## src/fed_pkg.sv

```systemverilog
package fed_pkg;

    // Sample and store geometry
    localparam int SAMPLE_BITS = 24;
    localparam int STORE_DEPTH = 131072;
    localparam int ADDR_W      = $clog2(STORE_DEPTH);
    localparam int IO_W        = 2 * SAMPLE_BITS;

    // Configuration register widths
    localparam int DELAY_W    = 17;
    localparam int FRAC_W     = 16;
    localparam int GAIN_W     = 16;
    localparam int MIX_W      = 17;
    localparam int CFG_ADDR_W = 2;
    localparam int CFG_DATA_W = 17;

    // Shared multiply-round-add unit
    localparam int FRAC_BITS = 16;
    localparam int DIFF_W    = SAMPLE_BITS + 1;
    localparam int COEF_W    = 17;
    localparam int PROD_W    = DIFF_W + COEF_W + 1;

    // Register indexes on the configuration port
    typedef enum logic [CFG_ADDR_W-1:0] {
        CFG_DELAY_WHOLE    = 2'd0,
        CFG_DELAY_FRACTION = 2'd1,
        CFG_FEEDBACK_GAIN  = 2'd2,
        CFG_WET_MIX        = 2'd3
    } cfg_index_t;

    // Register reset values and limits
    localparam logic [DELAY_W-1:0] DELAY_WHOLE_RST    = 17'd24000;
    localparam logic [FRAC_W-1:0]  DELAY_FRACTION_RST = 16'd0;
    localparam logic [GAIN_W-1:0]  FEEDBACK_GAIN_RST  = 16'd32768;
    localparam logic [MIX_W-1:0]   WET_MIX_RST        = 17'd19661;
    localparam logic [GAIN_W-1:0]  FEEDBACK_CAP       = 16'd62259;
    localparam logic [MIX_W-1:0]   WET_FULL           = 17'd65536;

    // One operation for the shared unit: addend + round(opa * coef / 2^16), saturated.
    typedef struct packed {
        logic                          en;
        logic signed [DIFF_W-1:0]      opa;
        logic [COEF_W-1:0]             coef;
        logic signed [SAMPLE_BITS-1:0] addend;
    } mac_req_t;

endpackage

```

## src/fed_mac.sv

```systemverilog
// Two-stage multiply, round half up, add and saturate. One operation may enter every cycle;
// its product is registered first, then its saturated sum. Both stages hold while en is low.
module fed_mac (
    input  logic                                  aclk,
    input  fed_pkg::mac_req_t                     req,
    output logic signed [fed_pkg::SAMPLE_BITS-1:0] result
);

    localparam int SUM_W = fed_pkg::PROD_W - fed_pkg::FRAC_BITS + 1;
    localparam logic signed [SUM_W-1:0] SAT_HI =
        SUM_W'({1'b0, {(fed_pkg::SAMPLE_BITS-1){1'b1}}});
    localparam logic signed [SUM_W-1:0] SAT_LO = ~SAT_HI;

    logic signed [fed_pkg::PROD_W-1:0]      prod_reg;
    logic signed [fed_pkg::PROD_W-1:0]      prod_next;
    logic signed [fed_pkg::SAMPLE_BITS-1:0] addend_reg;
    logic signed [fed_pkg::SAMPLE_BITS-1:0] res_reg;
    logic signed [fed_pkg::SAMPLE_BITS-1:0] res_next;
    logic signed [fed_pkg::PROD_W-1:0]      biased;
    logic signed [fed_pkg::PROD_W-1:0]      shifted;
    logic signed [SUM_W-1:0]                sum;

    always_comb begin
        prod_next = fed_pkg::PROD_W'(req.opa) *
                    fed_pkg::PROD_W'($signed({1'b0, req.coef}));
    end

    // Floor of (p + 2^15) / 2^16 is round half toward plus infinity.
    always_comb begin
        biased  = prod_reg + (fed_pkg::PROD_W'(1) << (fed_pkg::FRAC_BITS - 1));
        shifted = biased >>> fed_pkg::FRAC_BITS;
        sum     = SUM_W'(shifted) + SUM_W'(addend_reg);
        if (sum > SAT_HI) begin
            res_next = SAT_HI[fed_pkg::SAMPLE_BITS-1:0];
        end else if (sum < SAT_LO) begin
            res_next = SAT_LO[fed_pkg::SAMPLE_BITS-1:0];
        end else begin
            res_next = sum[fed_pkg::SAMPLE_BITS-1:0];
        end
    end

    always_ff @(posedge aclk) begin
        if (req.en) begin
            prod_reg   <= prod_next;
            addend_reg <= req.addend;
            res_reg    <= res_next;
        end
    end

    assign result = res_reg;

endmodule

```

## config.mk

```make
export PLATFORM = sky130hd
export DESIGN_NAME = fed_mac
export DESIGN_NICKNAME = d
export VERILOG_FILES = /design/src/fed_pkg.sv /design/src/fed_mac.sv
export SDC_FILE = /design/constraint.sdc
export NUM_CORES = 1
export LEC_CHECK = 0
export BUFFER_PORTS_ARGS = -buffer_cell sky130_fd_sc_hd__buf_2
export CAP_MARGIN = 20
export CORE_ASPECT_RATIO = 0.7
export CORE_MARGIN = 3
export CORE_UTILIZATION = 50
export DETAILED_ROUTE_END_ITERATION = 16
export GPL_ROUTABILITY_DRIVEN = 0
export GPL_TIMING_DRIVEN = 0
export PLACE_DENSITY = 0.67
export SKIP_LAST_GASP = 1
export SYNTH_ARGS = -nofsm -noshare
export SYNTH_HDL_FRONTEND = slang
export SYNTH_SLANG_ARGS = --single-unit
```

## constraint.sdc

```tcl
create_clock -name aclk -period 9.5 [get_ports aclk]
set_input_delay 0.95 -clock aclk [delete_from_list [all_inputs] [get_ports aclk]]
set_output_delay 0.95 -clock aclk [all_outputs]
set_load 0.01 [all_outputs]
```

======== After elaboration in Yosys (flattened, before gate mapping) ========
Index checks and enable logic that the tools add are counted.
storage, ports and cells
  flip-flop bits (word level) ............. 91
  input port bits ......................... 68
  output and inout bits ................... 24
  logic and storage cells ................. 9
operators by class
  add/subtract/negate cells ............... 2
  $mul .................................... 1
  magnitude comparators ................... 2
  multiplexer cells ....................... 1
operator list
  operator                                                          number
  adder 43 x 17 -> 43 bit (second input constant)                   1
  multiplier 25 x 18 -> 43 bit                                      1
  adder 27 x 24 -> 28 bit                                           1
  greater-than comparator 28 x 24 -> 1 bit (second input constant)  1
  < comparator 28 x 24 -> 1 bit (second input constant)             1
  two-way mux 24 bit                                                1

======== Logic depth before layout (Yosys ltp) ========
  depth in word-level cells ............... 4
  mapped depth ............................ 26
  depth with buffers taken out ............ 25

======== Least setup slack after synthesis ========
Ideal clock, no wire load.
  path type ............................... in2reg
  from .................................... input port req[34] (netlist bit)
  to ...................................... register prod_reg[34] (netlist bit) (data pin)
  setup time .............................. 0.265 ns
  arrival ................................. 6.700 ns
  required time ........................... 9.235 ns
  path slack .............................. 2.535 ns
  stages .................................. 25
  path buffers ............................ 2
  path through ............................ clkbuf_1 -> clkbuf_1 -> nand2_1 -> fa_1 -> inv_1 -> fa_1 -> inv_1 -> fa_1 -> inv_1 -> fa_1 -> inv_1 -> fa_1 -> fa_1 -> inv_1 -> ha_1 -> a21o_1 -> nor2b_1 -> o311ai_0 -> nand2_1 -> o211ai_1 -> a21boi_1 -> o21a_1 -> o41ai_2 -> o21ai_0 -> xor2_1
on the way
  longest elaborated chain between the ends .. 1
RTL lines
  what                          line           text
  from (decl)                   fed_mac.sv:5   input fed_pkg::mac_req_t req,
  multiplier 25 x 18 -> 43 bit  fed_mac.sv:24  prod_next = fed_pkg::PROD_W'(req.opa) *
  net prod_next, one bit        fed_mac.sv:15  logic signed [fed_pkg::PROD_W-1:0] prod_next;
  to (signal assigned)          fed_mac.sv:44  prod_reg <= prod_next;
  to (decl)                     fed_mac.sv:14  logic signed [fed_pkg::PROD_W-1:0] prod_reg;
The timed path passes the listed nets, and every way through them passes these cells.
A chain may end at the register's enable or synchronous reset.

======== Final worst setup path ========
  from .................................... input port req[35] (netlist bit)
  to ...................................... register prod_reg[42] (netlist bit) (data pin)
Same word-level chain as after synthesis.

==> impl_metrics.py <==
metrics = {
    "timing": {
        "finalHoldViolations": 0,
        "worst_pin_slew_ns": 0.999,
        "maxSlewViolCount": 0,
        "setup_viol": 0,
        "rsz0062_at_grt": "false",
        "max_freq_ghz": 0.116,
        "finalCritPeriodShare_pct": 90.5,
        "holdWs_ns": 0.698,
        "fin_setup_tns_ns": 0,
        "worst_clock_skew_ns": 0.00537,
        "relSlewSlack_pct": 32.9,
        "period_needed_ns": 8.60,
    },
    "grt": {
        "grt_pass1_vias": 15000,
        "grt_overflow": 0,
        "grt_max_degree": 77,
        "grt_antenna_before_repair": 0,
        "grt_pass1_wl_um": 82600,
        "track_usage_pct": 26.7,
    },
    "synthesis": {
        "synth.area.top_cells": "fa_1, edfxtp_1, inv_1",
        "syn_inst": 2014,
        "synth_edf_count": 76,
        "synth_cell_types": 65,
        "yosys.area.top_type": "fa_1",
        "async_reset_ff_share_pct": 0,
        "ys_ff_latch": 76,
        "synthesis.area_mm2": 0.0191,
        "yosysWarningCount": 0,
        "yosysSeqAreaShare_pct": 11.9,
        "syn_area_per_cell_um2": 9.50,
        "synth.net_count": 2626,
        "ys.flop_type": "edfxtp_1",
        "yosysTopAreaCellShare_pct": 43.4,
    },
    "setup_path": {
        "required_ns": 9.62,
        "r2r_end": "result[15]",
        "critPathLaunchType": "input port",
        "cp_max_fo": 10,
        "cp_slowest_cell": "o311ai_0",
        "crit_top_cell": "fa_1",
        "crit_start": "req[35]",
        "path_cells": "clkbuf_1 > clkbuf_1 > nand2_1 > fa_1 > inv_1 > fa_1 > fa_1 > fa_1 > fa_1 > inv_1 > fa_1 > inv_1 > ha_1 > a21oi_1 > nand2_1 > o311ai_0 > nand2_1 > o211ai_1 > o211ai_1 > a41o_1 > nor4_1 > nor3_1 > xnor2_1",
        "worstSetupPathType": "input port to flip-flop",
        "r2r_start": "prod_reg[17]",
        "worstPathArrival_ns": 8.72,
        "cp-end-kind": "flip-flop",
        "max_stage_delay_ns": 0.62,
        "reg2reg_slack_ns": 4.72,
        "critPathCapture": "prod_reg[42]",
        "worstRegToRegCells": 20,
    },
    "detailed_routing": {
        "wl_um": 51500,
        "wl_per_cell_um": 19.8,
        "ant_nets": 0,
        "wl_met3_um": 7290,
        "first_iter_violations": 1202,
        "drtPass1Iterations": 5,
        "dr.max_layer_used": "met4",
        "drcViolationCount": 0,
        "vias": 14000,
        "wl_met1_um": 22700,
        "wl_met2_um": 20500,
        "viasPerCell": 5.39,
    },
    "clock_tree": {
        "clk-insertion-delay-late_ns": 0.35,
        "clock-sinks": 76,
        "cts_root_buf": "clkbuf_16",
        "cts-resized-gates": 0,
        "cts_buffers": 9,
        "cts_buffer_depth": 2,
        "clk_pin_slew_ns": 0.06,
        "cts_tree": "done",
        "postCtsHoldBufs": 0,
        "cts_setup_buffers": 0,
        "htreeDepth": 3,
    },
    "finish": {
        "drive_gt1_share_pct": 6.23,
        "largest_register_ffs": 28,
        "fin_nets": 2725,
        "area_delta_synth_final_pct": 7.07,
        "layout_commonest_cell": "inv_1",
        "mostFrequentLayoutCells": "inv_1, fa_1, nand2_1",
        "antenna_cells": 0,
    },
    "job": {
        "max_cap_viol_count": 0,
    },
    "placed_design": {
        "dp_hpwl_um": 43200,
        "io_buffers": 88,
    },
    "die": {
        "initial_core_util_pct": 51.1,
        "core-area_mm2": 0.0374,
        "pin_count": 92,
        "fp.dieW_um": 240,
        "rows": 59,
        "dieArea_mm2": 0.0407,
        "die_h_um": 170,
    },
    "run_status": {
        "status": "complete, no violations",
    },
    "hold_path": {
        "hold_path.class": "flip-flop to flip-flop",
    },
}
[worst max-delay path: cells and delay by family]
family	cells	cell delay (ns)
adders and majority gates	7	3.58
AOI/OAI and AO/OA	5	1.84
xor gates and xnor gates	1	0.33
buffers and inverters	5	1.28
and+or+nand+nor	5	0.72
[final cells by class]
cell class | instances | area, um^2
plain buffers | 71 | 313
clock buffers | 9 | 225
repair buffers | 88 | 443
multi-input cells | 1375 | 14700
well taps | 488 | 611
clock inverters | 7 | 73.8
fillers | 3355 | 17000
inverters | 492 | 1850
flip-flops and latches | 76 | 2280
[synthesized netlist by cell type (all sizes together) (6+ instances only)]
cell type	number
a211oi	7
a21o	32
a21oi	34
a31oi	6
and2	207
and3	9
buf	9
clkbuf	62
edfxtp	76
fa	415
ha	129
inv	492
nand2	257
nand2b	11
nand3	26
nor2	46
nor2b	8
nor3	13
o211ai	7
o21a	6
o21ai	28
xnor2	51
xor2	24
[per-stage QoR]
step / std cells / setup WS [ns] / instance area (um^2) / util, %
3_3_place_gp: 2590 / 0.900 / 20200 / 53.9
4_1_cts: 2606 / 1.11 / 20500 / 54.7
6_report: 2606 / 0.903 / 20500 / 54.7
5_1_grt: 2606 / 0.544 / 20500 / 54.7
2_1_floorplan: 2014 / 2.54 / 19100 / -
3_5_place_dp: 2590 / 0.800 / 20200 / 53.9
[routing by layer]
| metal | track usage, % | vias to the layer above |
|---|---|---|
| li1 | - | 6226 |
| met1 | 39.0 | 7001 |
| met2 | 37.7 | 737 |
| met3 | 11.1 | 85 |
| met4 | 4.62 | 0 |
| met5 | 0 | - |
[cell families (layout without fill, tap and decap cells)]
logic type      Yosys count  count (layout)  share of synthesized area [%]
xor+xnor                 75              75                           3.43
mux                       3               3                          0.157
compound gates          157             157                           5.90
simple gates            596             596                           15.4
fa+ha+maj               544             544                           51.9
buf+inv                 563             667                           11.3
flops                    76              76                           11.9
[worst min-delay path by stage]
stage                 to  cells after the start           from  slack [ns]
6_report       result[0]                      2  addend_reg[0]        0.70
5_1_grt        result[0]                      2  addend_reg[0]        0.74
4_1_cts        result[0]                      2  addend_reg[0]        0.71
3_5_place_dp   result[0]                      2  addend_reg[0]        0.68
3_3_place_gp   result[0]                      2  addend_reg[0]        0.68
2_1_floorplan  result[0]                      2  addend_reg[0]        0.62
Power is not shown: default switching activity piles up to over one toggle a cycle in this logic, so the estimate is an artifact.
